<file path="config.mk">
export PLATFORM = sky130hd
export DESIGN_NAME = dbtu_ctrl_flat
export DESIGN_NICKNAME = d
export VERILOG_FILES = /design/src/rtl/core/dbtu_pkg.sv /design/src/rtl/core/dbtu_if.sv /design/src/rtl/core/dbtu_ctrl.sv /design/src/flat_wrapper.sv
export SDC_FILE = /design/constraint.sdc
export NUM_CORES = 1
export LEC_CHECK = 0
export BUFFER_PORTS_ARGS = -buffer_cell sky130_fd_sc_hd__buf_4
export CAP_MARGIN = 20
export CORE_MARGIN = 2
export CORE_UTILIZATION = 45
export CTS_CLUSTER_DIAMETER = 40
export CTS_CLUSTER_SIZE = 24
export DETAILED_ROUTE_END_ITERATION = 8
export GPL_TIMING_DRIVEN = 0
export PLACE_DENSITY = 0.7
export SLEW_MARGIN = 20
export SYNTH_ARGS = -nofsm -noshare
export SYNTH_HDL_FRONTEND = slang
export SYNTH_SLANG_ARGS = --single-unit
</file>
<file path="constraint.sdc">
create_clock -name clk -period 5.7 [get_ports clk]
set_input_delay 0.855 -clock clk [delete_from_list [all_inputs] [get_ports clk]]
set_output_delay 0.855 -clock clk [all_outputs]
set_load 0.02 [all_outputs]
</file>
<file path="src/rtl/core/dbtu_pkg.sv">
// Package for the depth buffer test/update block: field widths, operation,
// status, register and state codes. No dependencies.
`timescale 1ns / 1ps

package dbtu_pkg;

    localparam int OPCODE_W   = 2;
    localparam int COORD_W    = 12;
    localparam int IO_DEPTH_W = 24;
    localparam int STATUS_W   = 2;
    localparam int CFG_W      = 10;
    localparam int CFG_IDX_W  = 1;
    localparam int DIM_W      = 13;   // holds any frame dimension up to 4096

    typedef enum logic [OPCODE_W-1:0] {
        OP_TEST  = 2'd0,
        OP_WRITE = 2'd1,
        OP_READ  = 2'd2,
        OP_CLEAR = 2'd3
    } op_t;

    typedef enum logic [STATUS_W-1:0] {
        STS_FARTHER = 2'd0,
        STS_DONE    = 2'd1,
        STS_EQUAL   = 2'd2,
        STS_OOB     = 2'd3
    } status_t;

    typedef enum logic [CFG_IDX_W-1:0] {
        CFG_FRAME_WIDTH  = 1'd0,
        CFG_FRAME_HEIGHT = 1'd1
    } cfg_idx_t;

    typedef enum logic [2:0] {
        ST_INIT,
        ST_IDLE,
        ST_LOOK,
        ST_CMP,
        ST_DONE,
        ST_CLEAR
    } state_t;

    typedef struct packed {
        logic [CFG_W-1:0] width;
        logic [CFG_W-1:0] height;
    } frame_cfg_t;

endpackage

</file>
<file path="src/rtl/core/dbtu_if.sv">
// Valid/ready channel interfaces: fragment items in, result items out.
// Depends on dbtu_pkg.
`timescale 1ns / 1ps

interface dbtu_in_if;
    import dbtu_pkg::*;

    logic                      valid;
    logic                      ready;
    logic [OPCODE_W-1:0]       opcode;
    logic signed [COORD_W-1:0] col;
    logic signed [COORD_W-1:0] row;
    logic [IO_DEPTH_W-1:0]     depth;

    modport source (output valid, opcode, col, row, depth, input ready);
    modport sink   (input valid, opcode, col, row, depth, output ready);
endinterface

interface dbtu_out_if;
    import dbtu_pkg::*;

    logic                  valid;
    logic                  ready;
    logic [STATUS_W-1:0]   status;
    logic [IO_DEPTH_W-1:0] stored_depth;

    modport source (output valid, status, stored_depth, input ready);
    modport sink   (input valid, status, stored_depth, output ready);
endinterface

</file>
<file path="src/rtl/core/dbtu_ctrl.sv">
// Sequencer for the depth store: bounds check, read-modify-write, clearing
// sweep and output register. Depends on dbtu_pkg and dbtu_if.
`timescale 1ns / 1ps

module dbtu_ctrl #(
    parameter int MAX_WIDTH  = 512,
    parameter int MAX_HEIGHT = 512,
    parameter int DEPTH_BITS = 24,
    localparam int STORE_SIZE = MAX_WIDTH * MAX_HEIGHT,
    localparam int AW = (STORE_SIZE > 1) ? $clog2(STORE_SIZE) : 1
) (
    input  logic                  clk,
    input  logic                  rst_n,
    input  dbtu_pkg::frame_cfg_t  frame_cfg,
    dbtu_in_if.sink               frag,
    dbtu_out_if.source            result,
    output logic                  mem_en,
    output logic                  mem_we,
    output logic [AW-1:0]         mem_addr,
    output logic [DEPTH_BITS-1:0] mem_wdata,
    input  logic [DEPTH_BITS-1:0] mem_rdata
);
    import dbtu_pkg::*;

    localparam logic [DEPTH_BITS-1:0] FAR   = {DEPTH_BITS{1'b1}};
    localparam logic [AW-1:0]         PITCH = AW'(MAX_WIDTH);
    localparam logic [AW-1:0]         LAST  = AW'(STORE_SIZE - 1);
    localparam logic [DIM_W-1:0]      MAX_W = DIM_W'(MAX_WIDTH);
    localparam logic [DIM_W-1:0]      MAX_H = DIM_W'(MAX_HEIGHT);

    state_t                state_reg, state_next;
    logic [AW-1:0]         cnt_reg, cnt_next;
    logic [AW-1:0]         addr_reg, addr_next;
    op_t                   op_reg, op_next;
    logic [DEPTH_BITS-1:0] zv_reg, zv_next;
    status_t               res_status_reg, res_status_next;
    logic [DEPTH_BITS-1:0] res_depth_reg, res_depth_next;
    logic                  out_valid_reg, out_valid_next;
    logic [STATUS_W-1:0]   out_status_reg, out_status_next;
    logic [IO_DEPTH_W-1:0] out_depth_reg, out_depth_next;

    logic [DIM_W-1:0]      w_act, h_act;
    logic                  in_bounds;
    logic [AW-1:0]         frag_addr;
    logic                  accept;

    // Active size is the register clamped to the store size.
    assign w_act = (DIM_W'(frame_cfg.width) > MAX_W) ? MAX_W : DIM_W'(frame_cfg.width);
    assign h_act = (DIM_W'(frame_cfg.height) > MAX_H) ? MAX_H : DIM_W'(frame_cfg.height);

    assign in_bounds = !frag.col[COORD_W-1] && !frag.row[COORD_W-1]
                    && (DIM_W'(frag.col[COORD_W-2:0]) < w_act)
                    && (DIM_W'(frag.row[COORD_W-2:0]) < h_act);

    // Fixed pitch of MAX_WIDTH; only meaningful when in bounds.
    assign frag_addr = AW'(frag.row[COORD_W-2:0]) * PITCH + AW'(frag.col[COORD_W-2:0]);

    assign frag.ready          = (state_reg == ST_IDLE);
    assign accept              = frag.valid && frag.ready;
    assign result.valid        = out_valid_reg;
    assign result.status       = out_status_reg;
    assign result.stored_depth = out_depth_reg;

    always_ff @(posedge clk or negedge rst_n)
    begin
        if (!rst_n)
        begin
            state_reg     <= ST_INIT;
            cnt_reg       <= '0;
            out_valid_reg <= 1'b0;
        end
        else
        begin
            state_reg     <= state_next;
            cnt_reg       <= cnt_next;
            out_valid_reg <= out_valid_next;
        end
    end

    always_ff @(posedge clk)
    begin
        addr_reg       <= addr_next;
        op_reg         <= op_next;
        zv_reg         <= zv_next;
        res_status_reg <= res_status_next;
        res_depth_reg  <= res_depth_next;
        out_status_reg <= out_status_next;
        out_depth_reg  <= out_depth_next;
    end

    always_comb
    begin
        state_next      = state_reg;
        cnt_next        = cnt_reg;
        addr_next       = addr_reg;
        op_next         = op_reg;
        zv_next         = zv_reg;
        res_status_next = res_status_reg;
        res_depth_next  = res_depth_reg;
        out_valid_next  = out_valid_reg && !result.ready;
        out_status_next = out_status_reg;
        out_depth_next  = out_depth_reg;
        mem_en          = 1'b0;
        mem_we          = 1'b0;
        mem_addr        = addr_reg;
        mem_wdata       = zv_reg;

        unique case (state_reg)
            ST_INIT, ST_CLEAR:
            begin
                // One entry per cycle set to far.
                mem_en    = 1'b1;
                mem_we    = 1'b1;
                mem_addr  = cnt_reg;
                mem_wdata = FAR;
                cnt_next  = cnt_reg + AW'(1);
                if (cnt_reg == LAST)
                begin
                    cnt_next        = '0;
                    res_status_next = STS_DONE;
                    res_depth_next  = FAR;
                    state_next      = (state_reg == ST_INIT) ? ST_IDLE : ST_DONE;
                end
            end
            ST_IDLE:
            begin
                if (accept)
                begin
                    op_next   = op_t'(frag.opcode);
                    addr_next = frag_addr;
                    zv_next   = DEPTH_BITS'(frag.depth);
                    if (op_t'(frag.opcode) == OP_CLEAR)
                    begin
                        cnt_next   = '0;
                        state_next = ST_CLEAR;
                    end
                    else if (!in_bounds)
                    begin
                        res_status_next = STS_OOB;
                        res_depth_next  = FAR;
                        state_next      = ST_DONE;
                    end
                    else
                    begin
                        state_next = ST_LOOK;
                    end
                end
            end
            ST_LOOK:
            begin
                mem_en     = 1'b1;
                state_next = ST_CMP;
            end
            ST_CMP:
            begin
                // Read data is valid; write back in the same cycle if needed.
                res_status_next = STS_DONE;
                res_depth_next  = mem_rdata;
                unique case (op_reg)
                    OP_TEST:
                    begin
                        if (zv_reg < mem_rdata)
                        begin
                            mem_en         = 1'b1;
                            mem_we         = 1'b1;
                            res_depth_next = zv_reg;
                        end
                        else if (zv_reg > mem_rdata)
                        begin
                            res_status_next = STS_FARTHER;
                        end
                        else
                        begin
                            res_status_next = STS_EQUAL;
                        end
                    end
                    OP_WRITE:
                    begin
                        mem_en         = 1'b1;
                        mem_we         = 1'b1;
                        res_depth_next = zv_reg;
                    end
                    OP_READ, OP_CLEAR:
                    begin
                    end
                endcase
                state_next = ST_DONE;
            end
            ST_DONE:
            begin
                if (!out_valid_reg || result.ready)
                begin
                    out_valid_next  = 1'b1;
                    out_status_next = res_status_reg;
                    out_depth_next  = IO_DEPTH_W'(res_depth_reg);
                    state_next      = ST_IDLE;
                end
            end
            default:
            begin
                state_next = ST_IDLE;
            end
        endcase
    end

endmodule

</file>
<file path="src/flat_wrapper.sv">
// flat-port wrapper written by rule: the top's interface ports become plain ports
module dbtu_ctrl_flat import dbtu_pkg::*;
#(
    parameter int MAX_WIDTH  = 512,
    parameter int MAX_HEIGHT = 512,
    parameter int DEPTH_BITS = 24,
    localparam int STORE_SIZE = MAX_WIDTH * MAX_HEIGHT,
    localparam int AW = (STORE_SIZE > 1) ? $clog2(STORE_SIZE) : 1
)
  (clk, rst_n, frame_cfg, mem_en, mem_we, mem_addr, mem_wdata, mem_rdata, frag_valid, frag_opcode, frag_col, frag_row, frag_depth, frag_ready, result_valid, result_status, result_stored_depth, result_ready);
  dbtu_in_if frag_i ();
  dbtu_out_if result_i ();
  input  logic clk;
  input  logic rst_n;
  input  dbtu_pkg::frame_cfg_t frame_cfg;
  output logic mem_en;
  output logic mem_we;
  output logic [AW-1:0] mem_addr;
  output logic [DEPTH_BITS-1:0] mem_wdata;
  input  logic [DEPTH_BITS-1:0] mem_rdata;
  input wire logic [$bits(frag_i.valid)-1:0] frag_valid;
  input wire logic [$bits(frag_i.opcode)-1:0] frag_opcode;
  input wire logic [$bits(frag_i.col)-1:0] frag_col;
  input wire logic [$bits(frag_i.row)-1:0] frag_row;
  input wire logic [$bits(frag_i.depth)-1:0] frag_depth;
  output wire logic [$bits(frag_i.ready)-1:0] frag_ready;
  output wire logic [$bits(result_i.valid)-1:0] result_valid;
  output wire logic [$bits(result_i.status)-1:0] result_status;
  output wire logic [$bits(result_i.stored_depth)-1:0] result_stored_depth;
  input wire logic [$bits(result_i.ready)-1:0] result_ready;
  assign frag_i.valid = frag_valid;
  assign frag_i.opcode = frag_opcode;
  assign frag_i.col = frag_col;
  assign frag_i.row = frag_row;
  assign frag_i.depth = frag_depth;
  assign frag_ready = frag_i.ready;
  assign result_valid = result_i.valid;
  assign result_status = result_i.status;
  assign result_stored_depth = result_i.stored_depth;
  assign result_i.ready = result_ready;
  dbtu_ctrl #(.MAX_WIDTH(MAX_WIDTH), .MAX_HEIGHT(MAX_HEIGHT), .DEPTH_BITS(DEPTH_BITS)) u_core (.clk(clk), .rst_n(rst_n), .frame_cfg(frame_cfg), .frag(frag_i), .result(result_i), .mem_en(mem_en), .mem_we(mem_we), .mem_addr(mem_addr), .mem_wdata(mem_wdata), .mem_rdata(mem_rdata));
endmodule
</file>
==> flow_metrics.py, run 1 <==
metrics = {
    "logic_synthesis": {
        "syn_nets": 719,
        "async_flop_share_pct": 18.6,
        "synth_edf_count": 96,
        "ys_ff_latch": 118,
        "syn_area_per_cell_um2": 10.8,
        "ys.flop_type": "edfxtp_1",
        "synthCells": 575,
        "synth.most_common_cell": "edfxtp_1",
        "synth_common_cells": "96 x edfxtp_1, 92 x nand2_1, 45 x a21oi_1, 45 x ha_1, 39 x inv_1",
        "syn_area_um2": 6200,
        "synth_top_area_share_pct": 46.5,
        "synth_area_leaders": "edfxtp_1 46%, ha_1 9.1%, dfrtp_1 8.9%",
        "yosysSeqAreaShare_pct": 55.4,
        "ys.warnings.count": 0,
        "netlist.top_cell.by_area": "edfxtp_1",
        "yosysUniqueCellTypes": 56,
    },
    "worst_setup_path": {
        "crit_arrival_ps": 3050,
        "cp_max_fo": 10,
        "reg2reg_slack_ps": 3160,
        "r2r_cells": 7,
        "crit_type": "primary input to primary output",
        "r2r-end": "u_core.res_depth_reg[0]",
        "cp-start-kind": "primary input",
        "critical_path_required_ps": 4850,
        "worstReg2RegStart": "u_core.zv_reg[15]",
        "end_kind": "primary output",
    },
    "floorplanning": {
        "fp.dieW_um": 121,
        "num_rows": 42,
        "die_area_um2": 14700,
        "pin_count": 170,
        "core_um2": 13300,
        "die_y_um": 121,
        "initial_core_util_pct": 46.4,
    },
    "grt": {
        "grt_max_degree": 28,
        "grt_pass1_wl_mm": 23.9,
        "grt_usage_pct": 21.3,
        "grt_pass1_vias": 5082,
        "grt-ovfl-total": 0,
        "antenna_found_initial": 0,
    },
    "cts": {
        "cts_resized": 0,
        "postCtsHoldBufs": 0,
        "clock_path_buffers": 2,
        "insertion_delay_ps": 410,
        "cts-buffers-inserted": 17,
        "cts_tree": "yes",
        "cts_setup_buffers": 0,
        "clkTransAtPathRegs_ps": 50,
        "cts-root-buf": "clkbuf_16",
        "htree_levels": 4,
        "cts_sinks": 118,
    },
    "sta": {
        "clock_skew_ps": 11.1,
        "tns_ps": 0,
        "maxSlewViolCount": 0,
        "finalSetupViolCount": 0,
        "max_slew.worst_pin.slew_ps": 698,
        "fin_crit_sh_pct": 68.5,
        "timing.fmax_mhz": 256,
        "min_period_ps": 3910,
        "hold_viol": 0,
        "rsz0062_at_grt": "false",
        "slew_headroom_pct": 53.1,
        "setup_ws_ps": 1790,
    },
    "layout": {
        "finalInstanceArea_um2": 8240,
        "drive_gt1_share_pct": 28.1,
        "layout.nets": 910,
        "area_growth_pct": 33.0,
        "fin_util_pct": 61.8,
        "n_antenna_cell": 0,
    },
    "route": {
        "vias": 5028,
        "drtPass1Iterations": 5,
        "wl_per_cell_um": 15.7,
        "detail-route-antenna-nets": 0,
        "routed_wirelength_mm": 15.0,
        "drc_errors": 0,
        "viasPerCell": 5.28,
        "drt_iter0_drc": 292,
    },
    "flow_run": {
        "maxCapViolations": 0,
    },
    "status": {
        "status": "finished, final reports clean",
    },
    "placed_design": {
        "placed_area_um2": 7730,
        "dpl_worst_slack_ps": 990,
        "gp_congestion": 0.883,
        "io_buffers": 169,
        "dp_hpwl_mm": 12.0,
    },
    "min_path": {
        "hold_class": "primary input to asynchronous set/reset pin",
    },
    "power_and_ir_drop": {
        "power.density_nw_per_um2": 431,
        "ir_worst_vdd_uv": 247,
        "leakage_uw": 0.00347,
        "total_power_uw": 3550,
    },
}
-- power breakdown --
part | total [uW] | switching [uW] | internal [uW]
clock network | 907 | 325 | 582
logic | 1450 | 902 | 545
registers | 1200 | 79.0 | 1120
total | 3550 | 1310 | 2240
-- how the worst max path moves through the flow --
stage	startpoint	end	slack, ps
after CTS	frame_cfg[5]	u_core.res_depth_reg[4]	1410
after global placement	frame_cfg[5]	u_core.res_depth_reg[1]	1150
final	mem_rdata[15]	mem_en	1790
after detailed placement	frame_cfg[5]	u_core.res_depth_reg[4]	990
after global routing	mem_rdata[15]	mem_en	1630
after floorplan	frame_cfg[5]	u_core.res_depth_reg[0]	1790
-- cells by family after synthesis --
family	synth area share [%]
buffers and inverters	3.92
xor gates and xnor gates	1.84
adders and majority gates	9.40
DFF	55.4
AOI/OAI and AO/OA	13.2
and+or+nand+nor	16.2
-- placed cells by master (no fill, tap or decap), drive strengths merged, types with 3 or more instances in the layout --
cell	netlist	final
nor3b	3	3
nor3	11	11
ha	45	45
nor2b	4	4
clkbuf	10	32
a21o	6	6
nor4	3	3
and3	5	5
clkinv	0	7
buf	10	182
nand2	92	92
nand2b	26	26
a211oi	4	4
o21ai	45	45
nor2	23	23
dfrtp	22	22
a21oi	47	47
xnor2	11	11
and4	4	4
a31oi	6	6
nand4	8	8
edfxtp	96	96
inv	39	39
nand3	20	20
o41ai	3	3
-- stage by stage --
step | std cells | hold WS [ps]
floorplan | 575 | 400
global placement | 920 | 403
detailed placement | 923 | 405
global route | 953 | 332
CTS | 953 | 324
finish | 953 | 329
-- per-layer routing --
layer | GRT usage (%) | up-vias | share of wire [%]
li1 | - | 2458 | -
met1 | 23.6 | 2327 | 39
met2 | 36.4 | 216 | 50
met3 | 8.27 | 27 | 8.8
met4 | 8.91 | 0 | 2.5
met5 | 0 | - | 0
-- worst max-delay path, cell delays in order --
cell and delay, ps:
buf_4 80, inv_1 50, ha_1 340, a2111oi_2 370, o221ai_1 190, and4b_4 240, a2111oi_4 300, buf_4 260
a21boi_1 80, o21ai_1 120, buf_4 170
-- layout make-up --
class                   instances  area [um2]
well taps                     176         220
repair buffers                172        1310
clock buffers                  22         444
plain buffers                  20        96.3
clock inverters                 8        60.1
inverters                      39         146
fillers                      1119        5100
flip-flops and latches        118        3430
multi-input cells             398        2530
Power figures use the tool's default switching activity.
==> inputs of run 2 (changes only) <==
--- a/config.mk
+++ b/config.mk
@@ -5,6 +5,7 @@
 export SDC_FILE = /design/constraint.sdc
 export NUM_CORES = 1
 export LEC_CHECK = 0
+export ABC_AREA = 1
 export BUFFER_PORTS_ARGS = -buffer_cell sky130_fd_sc_hd__buf_4
 export CAP_MARGIN = 20
 export CORE_MARGIN = 2
@@ -13,7 +14,7 @@
 export CTS_CLUSTER_SIZE = 24
 export DETAILED_ROUTE_END_ITERATION = 8
 export GPL_TIMING_DRIVEN = 0
-export PLACE_DENSITY = 0.7
+export PLACE_DENSITY = 0.72
 export SLEW_MARGIN = 20
 export SYNTH_ARGS = -nofsm -noshare
 export SYNTH_HDL_FRONTEND = slang
==> constraint.sdc (replaced) <==
create_clock -name clk -period 3.3 [get_ports clk]
set_input_delay 0.495 -clock clk [delete_from_list [all_inputs] [get_ports clk]]
set_output_delay 0.495 -clock clk [all_outputs]
set_load 0.02 [all_outputs]
==> flow_metrics.py, run 2 <==
metrics = {
    "worst_setup_path": {
        "r2r_cells": 10,
        "crit_type": "flop to primary output",
        "r2r-end": "u_core.res_depth_reg[2]",
        "reg2reg_slack_ps": 710,
        "end_kind": "primary output",
        "crit_arrival_ps": 2570,
        "worstReg2RegStart": "u_core.zv_reg[11]",
        "cp_max_fo": 9,
        "cp-start-kind": "flop",
        "critical_path_required_ps": 2800,
    },
    "route": {
        "wl_per_cell_um": 14.8,
        "drt_iter0_drc": 501,
        "routed_wirelength_mm": 16.8,
        "detail-route-antenna-nets": 0,
        "drtPass1Iterations": 7,
        "vias": 5886,
        "viasPerCell": 5.17,
        "drc_errors": 0,
    },
    "cts": {
        "cts_tree": "yes",
        "insertion_delay_ps": 420,
        "clock_path_buffers": 2,
        "cts-root-buf": "clkbuf_16",
        "cts-buffers-inserted": 17,
        "cts_setup_buffers": 0,
        "cts_sinks": 118,
        "clkTransAtPathRegs_ps": 60,
        "htree_levels": 4,
    },
    "sta": {
        "min_period_ps": 3060,
        "setup_ws_ps": 236,
        "rsz0062_at_grt": "false",
        "slew_headroom_pct": 50.9,
        "maxSlewViolCount": 0,
        "timing.fmax_mhz": 326,
        "hold_viol": 0,
        "finalSetupViolCount": 0,
        "clock_skew_ps": 9.18,
        "max_slew.worst_pin.slew_ps": 734,
        "fin_crit_sh_pct": 92.9,
    },
    "layout": {
        "finalInstanceArea_um2": 8920,
        "n_antenna_cell": 0,
        "layout_common_cells": "184 x nand2_1, 171 x buf_4, 96 x edfxtp_1, 93 x inv_1, 63 x nor2_1",
        "area_growth_pct": 31.4,
        "layout_commonest_cell": "nand2_1",
        "seqCellArea_um2": 3430,
        "drive_gt1_share_pct": 24.0,
        "multi_input_area_um2": 2890,
        "layout.nets": 1086,
        "fill_cells": 1310,
    },
    "logic_synthesis": {
        "ys_ff_latch": 118,
        "synth_top_area_share_pct": 42.5,
        "synthMuxAreaShare_pct": 0,
        "ys.flop_type": "edfxtp_1",
        "synthCells": 750,
        "synthSimpleGateAreaFrac_pct": 23.3,
        "syn_nets": 894,
        "synth_area_leaders": "edfxtp_1 42%, nand2_1 10%, ha_1 8.3%",
        "synth-compound-area-share_pct": 8.15,
        "synth-xor-area-share_pct": 2.06,
        "synth_top_family_by_area": "simple AND/OR/NAND/NOR gates",
        "syn_area_um2": 6790,
        "synth-adder-area-share_pct": 8.59,
        "async_flop_share_pct": 18.6,
        "synth_common_cells": "184 x nand2_1, 96 x edfxtp_1, 93 x inv_1",
        "ys.warnings.count": 0,
        "yosysSeqAreaShare_pct": 50.6,
        "synth.most_common_cell": "nand2_1",
        "yosysUniqueCellTypes": 45,
        "synth_edf_count": 96,
        "syn_area_per_cell_um2": 9.05,
        "netlist.top_cell.by_area": "edfxtp_1",
    },
    "grt": {
        "grt_pass1_wl_mm": 26.3,
        "grt_pass1_vias": 5453,
        "antenna_found_initial": 0,
        "grt-ovfl-total": 0,
        "grt_usage_pct": 20.9,
        "grt_max_degree": 27,
    },
    "floorplanning": {
        "die_y_um": 127,
        "num_rows": 44,
        "die_area_um2": 16100,
        "fp.dieW_um": 127,
        "core_um2": 14600,
        "initial_core_util_pct": 46.3,
        "pin_count": 170,
    },
    "min_path": {
        "hold_class": "primary input to flop",
        "holdPathEnd": "u_core.zv_reg[18]",
        "worstHoldStart": "frag_depth[18]",
        "hold_depth": 1,
    },
    "placed_design": {
        "gp_congestion": 0.930,
        "dp_hpwl_mm": 13.4,
        "dpl_worst_slack_ps": -64.9,
        "io_buffers": 169,
        "placed_area_um2": 8360,
    },
    "power_and_ir_drop": {
        "ir_worst_vdd_uv": 408,
        "leakage_uw": 0.00397,
        "power.density_nw_per_um2": 425,
    },
    "flow_run": {
        "maxCapViolations": 0,
    },
    "status": {
        "status": "finished, final reports clean",
    },
}
==> run 2: changes by cell type after synthesis, sizes merged, moves of 16 or more <==
cell,before,now
a21oi,47,28
inv,39,97
nand2,92,185
nand2b,26,0
nand4,8,36
nor2,23,70
o21ai,45,29
o22ai,0,26
==> run 2: stage by stage <==
| step | util, % | setup TNS [ps] | hold slack, ps | std cells | power (uW) |
|---|---|---|---|---|---|
| after floorplan | - | 0 | 199 | 750 | 1920 |
| after global placement | 56.7 | -47560 | 400 | 1103 | 2120 |
| after detailed placement | 57.1 | -838 | 402 | 1106 | 2120 |
| after CTS | 60.9 | 0 | 238 | 1139 | 3820 |
| after global routing | 60.9 | 0 | 235 | 1139 | 3940 |
| final | 60.9 | 0 | 249 | 1139 | 3790 |
==> run 2: power by group <==
part	switching, uW	total, uW	internal (uW)
Clock	606	1690	1090
Sequential	20.3	1650	1630
Combinational	239	444	205
Total	865	3790	2920
==> run 2: logic make-up after synthesis <==
group,after synthesis
AOI/OAI and AO/OA,94
adders and majority gates,46
DFF,118
and+or+nand+nor,352
xor gates and xnor gates,16
buffers and inverters,124
==> run 2: how the worst max path moves through the flow <==
stage                         from                       end  slack (ps)  depth (start not counted)
6_report         u_core.zv_reg[11]                    mem_we         240                         10
5_1_grt          u_core.zv_reg[11]                    mem_en         100                         10
4_1_cts          u_core.zv_reg[23]                    mem_we         220                          9
3_5_place_dp          frame_cfg[2]  u_core.res_depth_reg[15]         -60                         18
3_3_place_gp   u_core.state_reg[0]        u_core.addr_reg[4]        -690                          5
2_1_floorplan  u_core.state_reg[0]        u_core.addr_reg[0]          50                          5
==> run 2: final cells by class <==
type,count,area share [%]
sequential,118,38.5
multi-input combinational,508,32.4
inverter,99,4.22
timing repair buffer,173,14.9
clock buffer,27,5.53
buffer,25,1.35
tap,184,2.58
clock inverter,5,0.561
==> run 2: layer usage <==
metal,global-route usage [%],share of wire (%)
met5,0,0
met4,8.79,2.4
met3,5.82,7.2
met2,35.8,50
met1,24.8,41
==> run 2: worst max-delay path: stages, from the launching register on <==
cell and delay, ps:
edfxtp_1 420, ha_1 320, a21oi_1 150, o21ai_0 90, nor3b_1 160, o21bai_2 300
nand3_2 240, nand2_1 120, nand3_1 110, nand2_1 100, buf_4 150
==> run 2: repair_timing <==
action                     in CTS  in global routing
setup endpoints to repair       0                  2
gates resized for setup         0                  1
hold buffers                    1                  0
hold endpoints to repair       22                  0
==> inputs of run 3 (changes only) <==
==> constraint.sdc (replaced) <==
create_clock -name clk -period 3.3 [get_ports clk]
set_input_delay 0.165 -clock clk [delete_from_list [all_inputs] [get_ports clk]]
set_output_delay 0.165 -clock clk [all_outputs]
set_load 0.02 [all_outputs]
==> flow_metrics.py, run 3 (same netlist as run 2, synthesis figures left out) <==
metrics = {
    "power_and_ir_drop": {
        "switching_power_uw": 874,
        "leakage_uw": 0.00412,
        "power_frac_seq_pct": 43.2,
        "p_sw_share_pct": 22.9,
        "ir_worst_vdd_uv": 403,
        "power.share.clock_pct": 44.2,
        "p_int_uw": 2950,
        "combinationalPowerShare_pct": 12.6,
        "power.density_nw_per_um2": 412,
    },
    "grt": {
        "grt-ovfl-total": 0,
        "grt_max_degree": 27,
        "grt_pass1_vias": 5657,
        "antenna_found_initial": 0,
        "grt_usage_pct": 21.5,
        "grt_pass1_wl_mm": 27.0,
    },
    "route": {
        "vias": 6025,
        "detail-route-antenna-nets": 0,
        "routed_wirelength_mm": 17.2,
        "drtPass1Iterations": 7,
        "wl_per_cell_um": 14.7,
        "drc_errors": 0,
        "viasPerCell": 5.13,
        "drt_iter0_drc": 507,
    },
    "sta": {
        "max_slew.worst_pin.slew_ps": 729,
        "maxSlewViolCount": 0,
        "finalSetupViolCount": 0,
        "hold_slack_ps": 58.0,
        "slew_headroom_pct": 51.3,
        "tns_ps": 0,
        "hold_viol": 0,
        "fin_crit_sh_pct": 83.7,
        "timing.fmax_mhz": 362,
        "min_period_ps": 2760,
        "clock_skew_ps": 10.1,
        "rsz0062_at_grt": "false",
    },
    "layout": {
        "drive_gt1_share_pct": 23.0,
        "layout.nets": 1122,
        "fill_cells": 1270,
        "n_antenna_cell": 0,
        "layout_common_cells": "184 x nand2_1, 171 x buf_4, 96 x edfxtp_1, 93 x inv_1, 63 x nor2_1",
        "finalInstanceArea_um2": 9280,
        "layout_commonest_cell": "nand2_1",
        "area_growth_pct": 36.7,
    },
    "min_path": {
        "worstHoldStart": "frag_col[9]",
        "holdPathEnd": "u_core.addr_reg[9]",
        "hold_depth": 2,
        "hold_class": "primary input to flop",
    },
    "worst_setup_path": {
        "cp-start-kind": "flop",
        "critPathBufInv": 1,
        "critical_path_required_ps": 3130,
        "end_kind": "primary output",
        "cp_max_fo": 9,
        "crit_arrival_ps": 2600,
        "worstReg2RegStart": "u_core.cnt_reg[0]",
        "crit_family": "compound AO/OA/AOI/OAI gates",
        "crit_type": "flop to primary output",
        "slowest_stage": "a21oi_1",
        "path_cells": "ha_1 > a21oi_1 > o21ai_0 > a21oi_1 > nand3_2 > nand2_1 > nand3_1 > nand2_1 > buf_4",
        "reg2reg_slack_ps": 710,
        "r2r-end": "u_core.res_depth_reg[15]",
        "critPathMaxStageDelay_ps": 430,
        "r2r_cells": 11,
    },
    "cts": {
        "cts_resized": 0,
        "cts-root-buf": "clkbuf_16",
        "cts_setup_buffers": 0,
        "clock_path_buffers": 2,
        "htree_levels": 4,
        "cts_tree": "yes",
        "cts-buffers-inserted": 17,
        "insertion_delay_ps": 420,
        "cts_sinks": 118,
        "clkTransAtPathRegs_ps": 50,
    },
    "placed_design": {
        "placed_area_um2": 8360,
        "dp_hpwl_mm": 13.4,
        "io_buffers": 169,
        "gp_congestion": 0.930,
    },
    "floorplanning": {
        "pin_count": 170,
        "fp.dieW_um": 127,
        "core_um2": 14600,
        "initial_core_util_pct": 46.3,
        "die_y_um": 127,
        "num_rows": 44,
        "die_area_um2": 16100,
    },
    "status": {
        "status": "finished, final reports clean",
    },
    "flow_run": {
        "maxCapViolations": 0,
    },
}
## run 3: cell types whose count changed in the layout (fill, tap and decap cells not counted), sizes merged
| cell | delta |
|---|---|
| dlygate4sd3 | +36 |
## run 3: worst reg2reg max path, delay by kind of cell (launching register included)
family / cells / cell delay (ps)
DFF: 1 / 430
AOI/OAI and AO/OA: 1 / 130
buffers and inverters: 3 / 510
adders and majority gates: 1 / 200
and+or+nand+nor: 6 / 1050
## run 3: timing repair
| item | in CTS | in global routing |
|---|---|---|
| endpoints found under the hold margin | 58 | 0 |
| hold buffers | 37 | 0 |
| setup endpoints to repair | 0 | 0 |
## run 3: power groups by stage
stage	clock network [uW]	registers (uW)	logic (uW)
3_3_place_gp	0	1680	437
2_1_floorplan	0	1680	241
5_1_grt	1780	1660	537
6_report	1690	1650	481
3_5_place_dp	0	1680	444
4_1_cts	1720	1650	484
## run 3: layout make-up
cell class	count	area [um2]	area share, %
sequential	118	3430	37.0
multi-input combinational	508	2890	31.1
timing repair buffer	209	1690	18.2
clock buffer	27	493	5.31
inverter	99	377	4.06
tap	184	230	2.48
buffer	25	120	1.30
clock inverter	5	50.0	0.540
## run 3: how the worst max path moves through the flow
stage | from | end | slack, ps | cells past startpoint
2_1_floorplan | u_core.state_reg[0] | u_core.addr_reg[0] | 50 | 5
3_3_place_gp | u_core.state_reg[0] | u_core.addr_reg[4] | -690 | 5
3_5_place_dp | frame_cfg[2] | u_core.res_depth_reg[15] | 270 | 18
4_1_cts | u_core.zv_reg[23] | mem_we | 550 | 9
5_1_grt | u_core.zv_reg[19] | mem_en | 250 | 9
6_report | u_core.zv_reg[23] | mem_we | 540 | 9
## run 3: stage by stage
stage | std cells | util [%] | power (uW) | setup slack (ps)
final | 1175 | 63.3 | 3830 | 536
after floorplan | 750 | - | 1920 | 52.0
after CTS | 1175 | 63.3 | 3860 | 552
after global placement | 1103 | 56.7 | 2120 | -691
after detailed placement | 1106 | 57.1 | 2120 | 265
after global routing | 1175 | 63.3 | 3980 | 252
## run 3: routing by layer
metal / up-vias / GRT usage [%] / share of wire [%]
met5: - / 0 / 0
met4: 0 / 9.57 / 3.0
met3: 34 / 5.86 / 7.7
met2: 226 / 36.8 / 49
met1: 2736 / 25.2 / 40
li1: 3029 / - / -
